$ cat config.mk
export PLATFORM = sky130hd
export DESIGN_NAME = cma_lane
export DESIGN_NICKNAME = d
export VERILOG_FILES = /design/src/rtl/core/cma_pkg.sv /design/src/rtl/core/cma_lane.sv
export SDC_FILE = /design/constraint.sdc
export NUM_CORES = 1
export LEC_CHECK = 0
export BUFFER_PORTS_ARGS = -buffer_cell sky130_fd_sc_hd__buf_2
export CORE_ASPECT_RATIO = 0.6
export CORE_MARGIN = 1.5
export CORE_UTILIZATION = 60
export CTS_CLUSTER_SIZE = 28
export DETAILED_ROUTE_END_ITERATION = 8
export GPL_TIMING_DRIVEN = 0
export PLACE_DENSITY = 0.85
export SETUP_SLACK_MARGIN = 0.3
export SLEW_MARGIN = 10
export SYNTH_ARGS = -nofsm -noshare
export SYNTH_HDL_FRONTEND = slang
export SYNTH_SLANG_ARGS = --single-unit
$ cat constraint.sdc
create_clock -name clk -period 6.9 [get_ports clk]
set_input_delay 1.38 -clock clk [delete_from_list [all_inputs] [get_ports clk]]
set_output_delay 1.38 -clock clk [all_outputs]
set_load 0.03 [all_outputs]
$ cat src/rtl/core/cma_pkg.sv
// ----------------------------------------------------------------------------
// cma_pkg
// shared constants and the spin decode function of the covariance matrix accumulator
// ----------------------------------------------------------------------------
`default_nettype none
package cma_pkg;
  localparam int SITES = 16;
  localparam int MAX_SAMPLES = 65535;
  localparam int SITE_W = $clog2(SITES);
  localparam int SUM_W = 18;
  localparam int CNT_W = 16;
  localparam int COV_W = 18;
  localparam int PROD_W = 36;
  localparam int NUM_W = 50;
  localparam int DEN_W = 32;

  localparam logic [1:0] OP_ADD = 2'd0;
  localparam logic [1:0] OP_READ = 2'd1;
  localparam logic [1:0] OP_CLEAR = 2'd2;
  localparam logic [1:0] OP_UNUSED = 2'd3;

  localparam logic [1:0] ST_OK = 2'd0;
  localparam logic [1:0] ST_EMPTY = 2'd1;
  localparam logic [1:0] ST_FULL = 2'd2;

  localparam logic signed [COV_W-1:0] COV_MAX = 18'sd131071;
  localparam logic signed [COV_W-1:0] COV_MIN = -18'sd131072;

  function automatic logic signed [1:0] spin_of(input logic [1:0] b);
    logic signed [1:0] s;
    case (b)
      2'b01: s = 2'sd1;
      2'b11: s = -2'sd1;
      default: s = 2'sd0;
    endcase
    return s;
  endfunction
endpackage
`default_nettype wire

$ cat src/rtl/core/cma_lane.sv
// ----------------------------------------------------------------------------
// cma_lane
// one site lane: holds column sums of pair products and the site sum
// ----------------------------------------------------------------------------
`default_nettype none
module cma_lane (
  input  wire logic clk,
  input  wire logic clr,
  input  wire logic upd,
  input  wire logic [cma_pkg::SITE_W-1:0] row,
  input  wire logic signed [1:0] row_spin,
  input  wire logic signed [1:0] own_spin,
  input  wire logic site_upd,
  input  wire logic [cma_pkg::SITE_W-1:0] rd_row,
  output logic signed [cma_pkg::SUM_W-1:0] pair_q,
  output logic signed [cma_pkg::SUM_W-1:0] site_q
);
  logic signed [cma_pkg::SUM_W-1:0] col_sums [cma_pkg::SITES];
  logic signed [cma_pkg::SUM_W-1:0] prod;

  assign prod = cma_pkg::SUM_W'(row_spin * own_spin);

  always_ff @(posedge clk) begin
    if (clr) begin
      for (int i = 0; i < cma_pkg::SITES; i++) col_sums[i] <= '0;
      site_q <= '0;
    end else begin
      if (upd) col_sums[row] <= col_sums[row] + prod;
      if (site_upd) site_q <= site_q + cma_pkg::SUM_W'(own_spin);
    end
    pair_q <= col_sums[rd_row];
  end
endmodule
`default_nettype wire

==> results.yml <==
power:
  vdd_drop_max_mv: 0.1960
  cellPowerDensity_nw_per_um2: 275.4
  p_sw_frac: 0.3194
  pwr-share-comb: 0.242
  clockPowerShare: 0.317
  p_int_mw: 3.559
  pwr-share-seq: 0.441
  p_leak_nw: 6.990
  p_switching_mw: 1.670
sta:
  hold_ws_ns: 0.5150
  max_slew_margin: 0.2046
  clock.fmax_mhz: 155.6
  rsz0062_at_grt: "yes"
  maxSlewViolCount: 0
  worstMarginPinSlew_ns: 1.193
  post-route-period-util: 0.9312
  tns_ns: 0
  hold_viol_final: 0
  skew_ns: 0.01834
  fin_crit_ns: 6.425
  setup_viol: 0
grt:
  grt_first_pass_wirelength_um: 74890
  grt_pass1_vias: 11730
  antenna_found_initial: 2
  grt_max_degree: 19
  grt_usage: 0.3489
  overflow: 0
worst_setup_path:
  crit_type: "in2reg"
  reg2reg_slack_ns: 2.22
  cpMaxStageDelayCell: "xor2_1"
  cp_common_cell: "buf_2"
  cpPeakStageDelay_ns: 0.65
  reg2reg_depth: 12
  path_cells: "buf_2 > buf_2 > buf_2 > clkdlybuf4s15_2 > mux4_2 > mux4_2 > ha_1 > ha_1 > nor2b_1 > o21a_1 > o21ai_0 > nand2b_1 > a21oi_1 > xor2_1 > clkbuf_1 > nor2_1"
  critPathCaptureType: "flop"
  arrival_ns: 6.72
  start_kind: "primary input"
  worstPathRequired_ns: 7.19
  rr_startpoint: "col_sums[11][2]$_SDFFCE_PN0P_"
  worst_r2r_endpoint: "col_sums[3][6]$_SDFFCE_PN0P_"
  crit_fanout: 10
  startpoint: "row[1]"
finish:
  nFillCells: 1872
  drive_above_1_share: 0.2255
  area_delta_synth_final_pct: 9.929
  nets: 1380
floorplan:
  start_util: 0.6185
  core_area_um2: 27930
  boundaryPins: 52
  std_cell_rows: 47
  dieArea_um2: 29850
  die_x_um: 222.1
  dieHeight_um: 134.4
routing:
  postRouteAntennaNets: 0
  route.vias.total: 12300
  drt_wl_total_um: 51090
  drtIter0Drc: 2019
  avgViaCountPerCell: 7.221
  post_drt_wl_per_cell_um: 30.00
  drc_errors: 0
  first_pass_iters: 6
place:
  io_buffers: 44
  place_hpwl_um: 37570
  gp_congestion: 0.9632
yosys:
  ys_seq_elements: 324
  synth.cell_area_um2: 17280
  synth_cell_type_count: 56
  synth_edf_count: 288
  ys.flop_type: "edfxtp_1"
  syn_inst: 1236
  ys_seq_area_frac: 0.5423
  syn_nets: 1304
  ys_warn_count: 0
  syn_area_per_cell_um2: 13.98
  ys_async_sr_fraction: 0
clock_network:
  clock-root-buffer: "clkbuf_16"
  cts_tree: "done"
  clock_sinks: 324
  htree_num_levels: 1
  clk_path_buf_depth: 3
  clkLatencyLatePin_ns: 0.57
  postCtsSetupRepairBufs: 0
  cts_buffers: 30
  clkSlewWorstSetupHoldPaths_ns: 0.07
min_path:
  worstHoldEndpoint: "site_q[8]$_SDFFE_PP0P_"
  min_path_cells: 2
  worstHoldStart: "site_q[8]$_SDFFE_PP0P_"
  hold_class: "reg2reg"
job:
  maxCapViolCount: 0
status:
  status: "completed"
==> cell type report <==
| cell class | instances | area [um2] | share of cell area |
|---|---|---|---|
| timing repair buffer | 44 | 220.2 | 0.01159 |
| multi-input combinational | 792 | 7471 | 0.3934 |
| inverter | 15 | 56.30 | 0.002965 |
| buffer | 105 | 469.2 | 0.02471 |
| sequential | 324 | 9369 | 0.4933 |
| tap | 367 | 459.2 | 0.02418 |
| clock buffer | 37 | 777.0 | 0.04091 |
| clock inverter | 18 | 167.7 | 0.008828 |
| antenna | 1 | 2.502 | 0.0001318 |
==> worst max-delay path by stage <==
stage / to / slack [ns] / depth (start not counted)
2_1_floorplan: col_sums[10][14]$_SDFFCE_PN0P_ / 0.98 / 15
3_3_place_gp: col_sums[12][14]$_SDFFCE_PN0P_ / -0.67 / 16
3_5_place_dp: col_sums[4][14]$_SDFFCE_PN0P_ / -0.76 / 16
4_1_cts: col_sums[8][14]$_SDFFCE_PN0P_ / 0.47 / 16
5_1_grt: col_sums[8][14]$_SDFFCE_PN0P_ / 0.29 / 16
6_report: col_sums[3][6]$_SDFFCE_PN0P_ / 0.47 / 16
==> routing by layer <==
layer / wire, um / vias up / track usage
met1: 18400 / 6182 / 0.4967
li1: - / 4872 / -
met5: 139 / - / 0.02581
met2: 21430 / 1128 / 0.4899
met4: 904 / 6 / 0.05289
met3: 10210 / 110 / 0.1779
==> power groups by stage <==
| stage | combinational (mW) | sequential, mW | clock [mW] |
|---|---|---|---|
| floorplan | 0.735 | 2.38 | 0 |
| global placement | 1.14 | 2.33 | 0 |
| detailed placement | 1.18 | 2.34 | 0 |
| CTS | 1.20 | 2.30 | 1.64 |
| global route | 1.32 | 2.31 | 1.72 |
| finish | 1.26 | 2.31 | 1.66 |
==> what timing repair did <==
action                                  4_1_cts  5_1_grt
endpoints found under the setup margin      122       71
resized for setup                            18       12
hold buffers                                  0        0
==> placed cells by master, fill, tap and decap left out, types with 4 or more instances in the layout <==
cell type,n
nand3_1,13
mux2i_1,12
nor3_1,8
edfxtp_1,288
xnor2_2,6
inv_1,15
a31oi_1,5
dfxtp_1,36
clkinv_2,7
xor2_1,7
clkbuf_2,6
clkbuf_1,78
nand2_1,48
and3_1,6
and2_1,5
clkbuf_16,30
clkinv_1,7
a21oi_1,36
a21o_1,8
clkdlybuf4s15_2,5
ha_1,49
xnor2_1,9
nor2b_1,9
nor3b_1,4
or3_1,6
buf_2,50
a211oi_1,4
mux4_2,178
o21a_1,4
o21ai_0,14
buf_1,13
nand4_1,7
nor2_1,316
==> state kept, by name, indices dropped and copies added (netlist names) <==
signal and flops:
pair_q 18, col_sums 288, site_q 18
==> cells by family after synthesis <==
| kind of cell | synth area share |
|---|---|
| and+or+nand+nor | 0.1027 |
| DFF | 0.5423 |
| muxes | 0.2396 |
| buffers and inverters | 0.02766 |
| AOI/OAI and AO/OA | 0.03527 |
| adders and majority gates | 0.03896 |
| xor gates and xnor gates | 0.01347 |
==> synth_stat cells (4+ instances only) <==
| library cell | count | share of area |
|---|---|---|
| a211oi_1 | 4 | 0.0017 |
| a21o_1 | 8 | 0.0035 |
| a21oi_1 | 36 | 0.010 |
| a31oi_1 | 5 | 0.0018 |
| and2_1 | 5 | 0.0018 |
| and3_1 | 6 | 0.0022 |
| buf_1 | 21 | 0.0046 |
| buf_2 | 4 | 0.0012 |
| clkbuf_1 | 76 | 0.017 |
| dfxtp_1 | 36 | 0.042 |
| edfxtp_1 | 288 | 0.50 |
| ha_1 | 49 | 0.035 |
| inv_1 | 15 | 0.0033 |
| mux2i_1 | 12 | 0.0070 |
| mux4_2 | 178 | 0.23 |
| nand2_1 | 48 | 0.010 |
| nand3_1 | 13 | 0.0038 |
| nand4_1 | 7 | 0.0025 |
| nor2_1 | 316 | 0.069 |
| nor2b_1 | 9 | 0.0033 |
| nor3_1 | 8 | 0.0023 |
| nor3b_1 | 4 | 0.0017 |
| o21a_1 | 4 | 0.0017 |
| o21ai_0 | 14 | 0.0041 |
| or3_1 | 6 | 0.0022 |
| xnor2_1 | 13 | 0.0066 |
| xor2_1 | 8 | 0.0041 |
==> per-stage QoR <==
stage          area, um2  setup slack [ns]    util  std cells  total power, mW
4_1_cts            18980            0.4679  0.6793       1702            5.143
2_1_floorplan      17280            0.9751       -       1236            3.112
3_3_place_gp       17960           -0.6661  0.6428       1647            3.469
3_5_place_dp       17960           -0.7636  0.6430       1647            3.523
5_1_grt            18990            0.2886  0.6798       1702            5.350
6_report           18990            0.4748  0.6799       1703            5.230
==> worst max-delay path, delay by kind of cell <==
kind	cells	cell delay [ns]
buf+inv	5	2.07
mux	2	0.97
fa+ha+maj	2	0.66
xor+xnor	1	0.65
compound gates	3	0.58
simple gates	3	0.37
Note: power is estimated with default switching activity, not from simulation.
