--- src/rtl/core/cma_pkg.sv ---
// ----------------------------------------------------------------------------
// cma_pkg
// shared constants and the spin decode function of the covariance matrix accumulator
// ----------------------------------------------------------------------------
`default_nettype none
package cma_pkg;
  localparam int SITES = 16;
  localparam int MAX_SAMPLES = 65535;
  localparam int SITE_W = $clog2(SITES);
  localparam int SUM_W = 18;
  localparam int CNT_W = 16;
  localparam int COV_W = 18;
  localparam int PROD_W = 36;
  localparam int NUM_W = 50;
  localparam int DEN_W = 32;

  localparam logic [1:0] OP_ADD = 2'd0;
  localparam logic [1:0] OP_READ = 2'd1;
  localparam logic [1:0] OP_CLEAR = 2'd2;
  localparam logic [1:0] OP_UNUSED = 2'd3;

  localparam logic [1:0] ST_OK = 2'd0;
  localparam logic [1:0] ST_EMPTY = 2'd1;
  localparam logic [1:0] ST_FULL = 2'd2;

  localparam logic signed [COV_W-1:0] COV_MAX = 18'sd131071;
  localparam logic signed [COV_W-1:0] COV_MIN = -18'sd131072;

  function automatic logic signed [1:0] spin_of(input logic [1:0] b);
    logic signed [1:0] s;
    case (b)
      2'b01: s = 2'sd1;
      2'b11: s = -2'sd1;
      default: s = 2'sd0;
    endcase
    return s;
  endfunction
endpackage
`default_nettype wire

--- src/rtl/core/cma_div.sv ---
// ----------------------------------------------------------------------------
// cma_div
// signed restoring divider, one quotient bit per cycle, truncating, saturating to COV_W
// ----------------------------------------------------------------------------
`default_nettype none
module cma_div (
  input  wire logic clk,
  input  wire logic rst,
  input  wire logic go,
  input  wire logic signed [cma_pkg::NUM_W-1:0] num,
  input  wire logic [cma_pkg::DEN_W-1:0] den,
  output logic done,
  output logic signed [cma_pkg::COV_W-1:0] quo
);
  localparam int CW = $clog2(cma_pkg::NUM_W + 1);
  localparam int SQ_W = cma_pkg::NUM_W + 1;
  logic [cma_pkg::NUM_W-1:0] q, mag;
  logic [cma_pkg::DEN_W:0] rem, trial;
  logic [cma_pkg::DEN_W-1:0] d;
  logic neg, run;
  logic [CW-1:0] cnt;
  logic signed [SQ_W-1:0] sq;

  assign trial = {rem[cma_pkg::DEN_W-1:0], mag[cma_pkg::NUM_W-1]} - {1'b0, d};
  assign sq = neg ? -$signed({1'b0, q}) : $signed({1'b0, q});

  always_ff @(posedge clk) begin
    done <= !rst && !go && run && (cnt == '0);
    if (rst) begin
      run <= 1'b0;
    end else if (go) begin
      run <= 1'b1;
      neg <= num[cma_pkg::NUM_W-1];
      mag <= num[cma_pkg::NUM_W-1] ? cma_pkg::NUM_W'(-num) : num;
      d <= den;
      rem <= '0;
      q <= '0;
      cnt <= CW'(cma_pkg::NUM_W);
    end else if (run) begin
      if (cnt == '0) begin
        run <= 1'b0;
        if (sq > SQ_W'(cma_pkg::COV_MAX)) quo <= cma_pkg::COV_MAX;
        else if (sq < SQ_W'(cma_pkg::COV_MIN)) quo <= cma_pkg::COV_MIN;
        else quo <= sq[cma_pkg::COV_W-1:0];
      end else begin
        cnt <= cnt - 1'b1;
        mag <= mag << 1;
        if (!trial[cma_pkg::DEN_W]) begin
          rem <= trial;
          q <= {q[cma_pkg::NUM_W-2:0], 1'b1};
        end else begin
          rem <= {rem[cma_pkg::DEN_W-1:0], mag[cma_pkg::NUM_W-1]};
          q <= {q[cma_pkg::NUM_W-2:0], 1'b0};
        end
      end
    end
  end
endmodule
`default_nettype wire

--- config.mk ---
export PLATFORM = sky130hd
export DESIGN_NAME = cma_div
export DESIGN_NICKNAME = d
export VERILOG_FILES = /design/src/rtl/core/cma_pkg.sv /design/src/rtl/core/cma_div.sv
export SDC_FILE = /design/constraint.sdc
export NUM_CORES = 1
export LEC_CHECK = 0
export ABC_CLOCK_PERIOD_IN_PS = 11540
export BUFFER_PORTS_ARGS = -buffer_cell sky130_fd_sc_hd__buf_2
export CELL_PAD_IN_SITES_DETAIL_PLACEMENT = 1
export CELL_PAD_IN_SITES_GLOBAL_PLACEMENT = 2
export CORE_UTILIZATION = 40
export CTS_BUF_LIST = sky130_fd_sc_hd__clkbuf_8
export DETAILED_ROUTE_END_ITERATION = 7
export PLACE_DENSITY = 0.92
export SKIP_CTS_REPAIR_TIMING = 1
export SLEW_MARGIN = 20
export SYNTH_ARGS = -nofsm -noshare
export SYNTH_HDL_FRONTEND = slang
export SYNTH_SLANG_ARGS = --single-unit
--- constraint.sdc ---
create_clock -name clk -period 11.54 [get_ports clk]
set_clock_uncertainty 0.15 [all_clocks]
set_input_delay 2.308 -clock clk [delete_from_list [all_inputs] [get_ports clk]]
set_output_delay 2.308 -clock clk [all_outputs]
set_load 0.05 [all_outputs]
==> results of run 1 <==
[synth_stat cells (24+ instances only)]
library cell,count
ha_1,35
nor2_1,131
nor2b_1,51
o31ai_1,24
a21oi_1,85
nand3_1,25
inv_1,54
mux2i_1,29
xnor2_1,42
clkbuf_1,47
xor2_1,71
edfxtp_1,189
nand2_1,68
o21ai_0,53
[path summary, 6_finish.rpt]
kind / from / end / slack [ps] / cells past startpoint
hold reg to reg: run$_SDFF_PP0_ / done$_DFF_P_ / 360 / 1
setup reg to reg: q[26]$_SDFFCE_PP0P_ / quo[10]$_SDFFCE_PN1P_ / 6570 / 10
setup / recovery: num[13] / mag[35]$_DFFE_PP_ / 6220 / 11
hold / removal: run$_SDFF_PP0_ / done$_DFF_P_ / 360 / 1
[per-stage QoR]
step           power [mW]  area (sq um)  utilization (%)  cells  setup slack (ps)
6_report             1.74         12900             45.7   1605              6220
5_1_grt              1.83         12900             45.7   1604              5920
4_1_cts              1.76         12900             45.7   1601              6250
3_5_place_dp         1.27         12400             44.2   1569              5740
3_3_place_gp         1.26         12400             44.2   1569              5780
2_1_floorplan        1.17         11600                -   1136              2200
[per-layer routing]
layer	wire, microns	vias to the layer above	GRT usage (%)
met5	39	-	0
met3	1030	26	3.89
met4	278	6	4.92
met2	13000	159	32.2
li1	-	4313	-
met1	12800	4289	24.9
[worst reg2reg max path, delay by kind of cell (launching register included)]
kind             cells  cell delay (ps)
AO/OA/AOI/OAI        3              890
XOR/XNOR             1              130
flip-flops           1              550
AND/OR/NAND/NOR      6             3100
[cell type report]
type	count	area share [%]
Timing Repair Buffer	110	4.46
Tap cell	378	3.67
Sequential cell	191	44.4
Clock inverter	15	1.51
Multi-Input combinational cell	836	42.5
Antenna cell	4	0.0778
Clock buffer	17	1.82
Inverter	54	1.57
[kinds of logic after synthesis]
group	synth area share (%)
AOI/OAI and AO/OA	14.6
xor gates and xnor gates	8.53
adders and majority gates	3.95
buffers and inverters	3.79
DFF	49.3
muxes	3.18
and+or+nand+nor	16.7
[sequential cells by signal, indices dropped and copies added (netlist names)]
register	cells
q	50
mag	50
done	1
run	1
d	32
cnt	6
neg	1
rem	32
quo	18
[power groups by stage]
stage | Sequential [mW] | Clock, mW | Combinational, mW
floorplan | 0.867 | 0 | 0.302
global placement | 0.873 | 0 | 0.382
detailed placement | 0.876 | 0 | 0.397
CTS | 0.861 | 0.499 | 0.400
global route | 0.867 | 0.516 | 0.444
finish | 0.861 | 0.484 | 0.398
==> metrics, run 1 <==
status=finished clean; cell row count=61; Vias per Instance=5.48; Avg Cell Area, Syn=10.2 sq um; Port Buffers=103; CP Max Fanout=6; first-pass GRT wire length=45000 microns; Post-synth EDFFs=189; Peak VDD IR=0.0899 mV; cell count after synthesis=1136; Starting Density=41.2%; DR vias=8793; Worst Hold Class=reg -> reg; crit end category=register; DIE AREA=29700 sq um; RSZ-0062 raised after global routing=no; Final period util=46.1%; Lkg Pwr=4.75 nW; final WL=27200 microns; ratio of cells with drive above 1 in the final layout=14.2%; number of top-level pins=104; Clk Latency, worst-skew pair=480 ps; WL/cell=16.9 microns; GPL Wtd Cong=0.842; critical path class=in -> reg; most frequent cells in the layout=edfxtp_1, nor2_1, buf_2; crit path cell chain=buf_2, or4_1, nor4_1, nand4_1, nor2_1, nand2_1, or3_1, or2_2, o31ai_1, xor2_1, a21oi_1; register area share after synthesis=49.3%; Main synth FF type=edfxtp_1; Slew @ Worst Pin=1080 ps; Critical Path Max Stage Delay=580 ps; Clk Tree Root Cell=clkbuf_8; net total in the final layout=1331; slowest CP cell=or4_1; Seq cells post-synth=191; first drt pass iteration count=4; max-slew violations=0; GRT Total Usage=19.1%; Crit path required time=11580 ps; initial antenna violation count=7; Area growth syn-to-layout=10.9%; startpoint types=input port; largest net degree at the start of global routing=112; Detail Route Antenna Nets=0; width of the chip=172 microns; pwr dens=135 nW/um^2; WP buf/inv=1; sw power=547 uW; clock power share=27.8%; Period minus WS final=5320 ps; H-tree levels=4; Sink Count=191; initial drt markers=420; register area=5720 sq um; Fin. Hold Viols=0; setup tns final=0 ps; warnings from Yosys=0; synthesized area=11600 sq um; Async S/R FF share, synth=0%; Worst path top cell family by delay=simple AND/OR/NAND/NOR gates; TritonCTS buffer count=17; CP arrival=5360 ps; multi-input logic area=5470 sq um; Unique masters post-synth=67; Slew HR=27.8%; internal power=1.20 mW; Clock transition at path regs=100 ps; commonest non-fill, non-tap cell in the layout=edfxtp_1; final-report setup violation count=0; CTS tree=yes; number of global-route vias before repair=8970; Die H=172 microns; Yosys top cell by area=edfxtp_1; Fin Hold WS=356 ps; Synth area leaders=edfxtp_1, xor2_1, nor2_1; Fill cells=3170; DRC errors left=0; clock buffer depth=2; Combinational Power Share=22.8%; core area=28200 sq um; Synth top area share=48.9%; max_cap viols=0; Net Sw Frac=31.4%; sequential power share=49.4%; grt ovf=0; fmax=0.188 GHz; Post-Syn Nets=1257; DP HPWL=19200 microns
Power figures use the tool's default switching activity.
==> run 2: changes to the inputs <==
--- a/config.mk
+++ b/config.mk
@@ -5,7 +5,7 @@
 export SDC_FILE = /design/constraint.sdc
 export NUM_CORES = 1
 export LEC_CHECK = 0
-export ABC_CLOCK_PERIOD_IN_PS = 11540
+export ABC_CLOCK_PERIOD_IN_PS = 5200
 export BUFFER_PORTS_ARGS = -buffer_cell sky130_fd_sc_hd__buf_2
 export CELL_PAD_IN_SITES_DETAIL_PLACEMENT = 1
 export CELL_PAD_IN_SITES_GLOBAL_PLACEMENT = 2
==> constraint.sdc (replaced) <==
create_clock -name clk -period 5.2 [get_ports clk]
set_clock_uncertainty 0.15 [all_clocks]
set_input_delay 1.04 -clock clk [delete_from_list [all_inputs] [get_ports clk]]
set_output_delay 1.04 -clock clk [all_outputs]
set_load 0.05 [all_outputs]
==> metrics, run 2 (synthesis gave the netlist of run 1 again) <==
Period minus WS final=4880 ps; RSZ-0062 raised after global routing=no; register area=5720 sq um; cell row count=61; Starting Density=41.2%; setup tns final=0 ps; crit end category=register; internal power=2.56 mW; most frequent cells in the layout=edfxtp_1, nor2_1, buf_2; Port Buffers=103; Slew HR=28.9%; Die H=172 microns; first drt pass iteration count=5; Fill cells=3199; startpoint types=register; clock power share=26.0%; Area growth syn-to-layout=11.2%; ratio of cells with drive above 1 in the final layout=14.6%; Largest regs=mag (50), q (50); CP arrival=5040 ps; Combinational Power Share=23.5%; Clk Latency, worst-skew pair=490 ps; DRC errors left=0; initial drt markers=531; largest net degree at the start of global routing=102; CP Max Fanout=17; Final period util=93.8%; CTS tree=yes; Detail Route Antenna Nets=0; sequential power share=50.6%; grt ovf=0; TritonCTS buffer count=17; number of global-route vias before repair=8932; Worst Hold Class=reg -> reg; width of the chip=172 microns; clock buffer depth=2; DIE AREA=29700 sq um; status=finished clean; WL/cell=17.0 microns; final-report setup violation count=0; Peak VDD IR=0.163 mV; Sink Count=191; number of top-level pins=104; first-pass GRT wire length=45200 microns; core area=28200 sq um; DR vias=8838; H-tree levels=4; initial antenna violation count=5; fmax=0.205 GHz; final WL=27300 microns; Clk Tree Root Cell=clkbuf_8; max_cap viols=0; max-slew violations=0; critical path class=reg -> reg; Crit path required time=5370 ps; net total in the final layout=1336; GPL Wtd Cong=0.836; Net Sw Frac=32.2%; Slew @ Worst Pin=1060 ps; Fin Hold WS=363 ps; Lkg Pwr=4.78 nW; pwr dens=293 nW/um^2; commonest non-fill, non-tap cell in the layout=edfxtp_1; Clock transition at path regs=110 ps; Vias per Instance=5.50; DP HPWL=19200 microns; Fin. Hold Viols=0; multi-input logic area=5470 sq um; GRT Total Usage=19.2%; sw power=1.21 mW
run 2: power by group through the flow:
stage / Clock [mW] / Sequential, mW / Combinational [mW]
final: 0.980 / 1.91 / 0.885
after global placement: 0 / 1.94 / 0.855
after CTS: 1.02 / 1.91 / 0.894
after global routing: 1.06 / 1.92 / 0.999
after detailed placement: 0 / 1.94 / 0.888
after floorplan: 0 / 1.92 / 0.671
run 2: path summary, 6_finish.rpt:
path | cells past startpoint | end | from | slack, ps
max reg2reg | 10 | quo[1]$_SDFFCE_PN1P_ | q[29]$_SDFFCE_PP0P_ | 320
min reg2reg | 1 | done$_DFF_P_ | run$_SDFF_PP0_ | 360
min | 1 | done$_DFF_P_ | run$_SDFF_PP0_ | 360
max | 10 | quo[1]$_SDFFCE_PN1P_ | q[29]$_SDFFCE_PP0P_ | 320
run 2: area by class of cell:
class	instances	share of cell area (%)
Tap cell	378	3.67
Clock inverter	15	1.14
Inverter	54	1.57
Multi-Input combinational cell	836	42.4
Antenna cell	1	0.0194
Timing Repair Buffer	115	5.09
Sequential cell	191	44.3
Clock buffer	17	1.81
run 2: metal layers:
layer	track usage [%]	wire length, microns	up-vias
li1	-	-	4322
met1	25.6	13200	4318
met2	31.7	12600	154
met3	4.12	1050	36
met4	4.62	351	8
met5	0	55	-
run 2: worst max-delay path: stages, from the launching register on:
cell and delay [ps]:
edfxtp_1 520, or4_4 590, or4_1 530, or4_1 650, o41ai_1 350, xor2_1 130, or4_1 520, or4_1 480
nor3_1 240, a21boi_2 300, o21ai_1 260
run 2: stage by stage:
step           instances  utilization, %  setup slack, ps  power, mW  area, sq um
2_1_floorplan       1136               -              741       2.59        11600
3_3_place_gp        1573            44.3              505       2.79        12500
3_5_place_dp        1573            44.3              360       2.83        12500
4_1_cts             1605            45.7              326       3.82        12900
5_1_grt             1607            45.8              147       3.98        12900
6_report            1607            45.8              325       3.78        12900
==> run 3: changes to the inputs <==
--- a/config.mk
+++ b/config.mk
@@ -12,6 +12,7 @@
 export CORE_UTILIZATION = 40
 export CTS_BUF_LIST = sky130_fd_sc_hd__clkbuf_8
 export DETAILED_ROUTE_END_ITERATION = 7
+export GPL_TIMING_DRIVEN = 0
 export PLACE_DENSITY = 0.92
 export SKIP_CTS_REPAIR_TIMING = 1
 export SLEW_MARGIN = 20
==> metrics, run 3 (synthesis gave the netlist of run 1 again) <==
clock buffer depth=2; Sink Count=191; max-slew violations=0; Clk Latency, worst-skew pair=480 ps; sequential power share=49.5%; number of top-level pins=104; internal power=2.61 mW; Net Sw Frac=31.9%; status=finished clean; WL/cell=17.9 microns; commonest non-fill, non-tap cell in the layout=edfxtp_1; DP HPWL=22200 microns; startpoint types=register; Worst Hold Class=reg -> reg; crit path cell chain=or4_4, or4_1, or4_1, o41ai_2, xor2_1, or4_1, or4_1, nor3_1, a21boi_2, buf_4, o21ai_1; Critical Path Max Stage Delay=700 ps; crit end category=register; Slew HR=29.6%; Fin. Hold Viols=0; reg-to-reg setup timing slack=210 ps; critical path class=reg -> reg; Area growth syn-to-layout=13.3%; sw power=1.22 mW; first drt pass iteration count=5; final cell count without fillers=1657; DR vias=9097; number of global-route vias before repair=9263; cell row count=61; GPL Wtd Cong=0.831; Worst Setup SP=q[28]$_SDFFCE_PP0P_; reg2reg end=quo[0]$_SDFFCE_PN1P_; GRT met1 Usage=26.9%; placed cell area=12700 sq um; Vias per Instance=5.49; core area=28200 sq um; total power=3.83 mW; Period minus WS final=4990 ps; Fill cells=3194; Largest regs=mag (50), q (50); Lkg Pwr=4.86 nW; CP arrival=5170 ps; Slew @ Worst Pin=1050 ps; net total in the final layout=1386; RSZ-0062 raised after global routing=no; Detail Route Antenna Nets=0; met2 Use GR=35.3%; GRT Total Usage=20.6%; CP Max Fanout=10; fmax=0.200 GHz; Starting Density=41.2%; final WL=29700 microns; max_cap viols=0; Clock transition at path regs=110 ps; final instance area=13100 sq um; GR Layer Usage met3=3.64%; Critical Path End=quo[0]$_SDFFCE_PN1P_; cell mode on critical path=or4_1; width of the chip=172 microns; pwr dens=292 nW/um^2; clock power share=26.2%; placed cell count=1624; TritonCTS buffer count=17; Port Buffers=102; first-pass GRT wire length=47700 microns; Combinational Power Share=24.3%; initial antenna violation count=3; Clk Tree Root Cell=clkbuf_8; DIE AREA=29700 sq um; CTS tree=yes; final-report setup violation count=0; largest net degree at the start of global routing=28; layer with the highest usage=met2; Final period util=96.0%; most frequent cells in the layout=edfxtp_1, nor2_1, buf_2; fin worst setup slack=208 ps; Die H=172 microns; Peak VDD IR=0.127 mV; DRC errors left=0; grt ovf=0; initial drt markers=514; H-tree levels=4; ratio of cells with drive above 1 in the final layout=13.9%; slowest CP cell=or4_1; r2r worst-path depth=11; pre-CTS setup slack=143 ps; Crit path required time=5380 ps; Hold Crit Depth=1; FF-to-FF Start=q[28]$_SDFFCE_PP0P_
## run 3: area by class of cell
class | count | area, sq um | area share (%)
Sequential cell | 191 | 5720 | 43.5
Timing Repair Buffer | 110 | 651 | 4.95
Inverter | 54 | 203 | 1.54
Clock inverter | 15 | 153 | 1.16
Antenna cell | 1 | 2.50 | 0.0190
Multi-Input combinational cell | 836 | 5480 | 41.7
Clock buffer | 17 | 234 | 1.78
Tap cell | 378 | 473 | 3.60
Buffer | 55 | 236 | 1.80
## run 3: metrics by stage
stage	util [%]	hold slack, ps	setup TNS [ps]
6_report	46.7	363	0
5_1_grt	46.7	401	0
4_1_cts	46.6	367	0
3_5_place_dp	45.3	354	0
3_3_place_gp	44.7	336	-62000
2_1_floorplan	-	317	0
## run 3: worst min-delay path by stage
stage	startpoint	end	slack, ps
floorplan	run$_SDFF_PP0_	done$_DFF_P_	320
global placement	run$_SDFF_PP0_	done$_DFF_P_	340
detailed placement	run$_SDFF_PP0_	done$_DFF_P_	350
CTS	run$_SDFF_PP0_	done$_DFF_P_	370
global route	run$_SDFF_PP0_	done$_DFF_P_	400
finish	run$_SDFF_PP0_	done$_DFF_P_	360
## run 3: power groups by stage
stage / sequential (mW) / combinational [mW] / clock, mW
final: 1.90 / 0.930 / 1.00
after floorplan: 1.92 / 0.671 / 0
after CTS: 1.90 / 0.935 / 1.03
after detailed placement: 1.93 / 0.927 / 0
after global placement: 1.94 / 0.877 / 0
after global routing: 1.91 / 1.04 / 1.08
## run 3: worst max-delay path: cells and delay by family, from the launching register on
| family | cells | cell delay, ps |
|---|---|---|
| XOR/XNOR | 1 | 160 |
| buffers and inverters | 1 | 230 |
| AND/OR/NAND/NOR | 6 | 3140 |
| AO/OA/AOI/OAI | 3 | 650 |
| flip-flops | 1 | 500 |
## run 3: layer usage
layer	up-vias	part of all wire, %
li1	4409	-
met1	4466	46
met2	188	49
met3	30	3.8
met4	4	1.4
met5	-	0.11
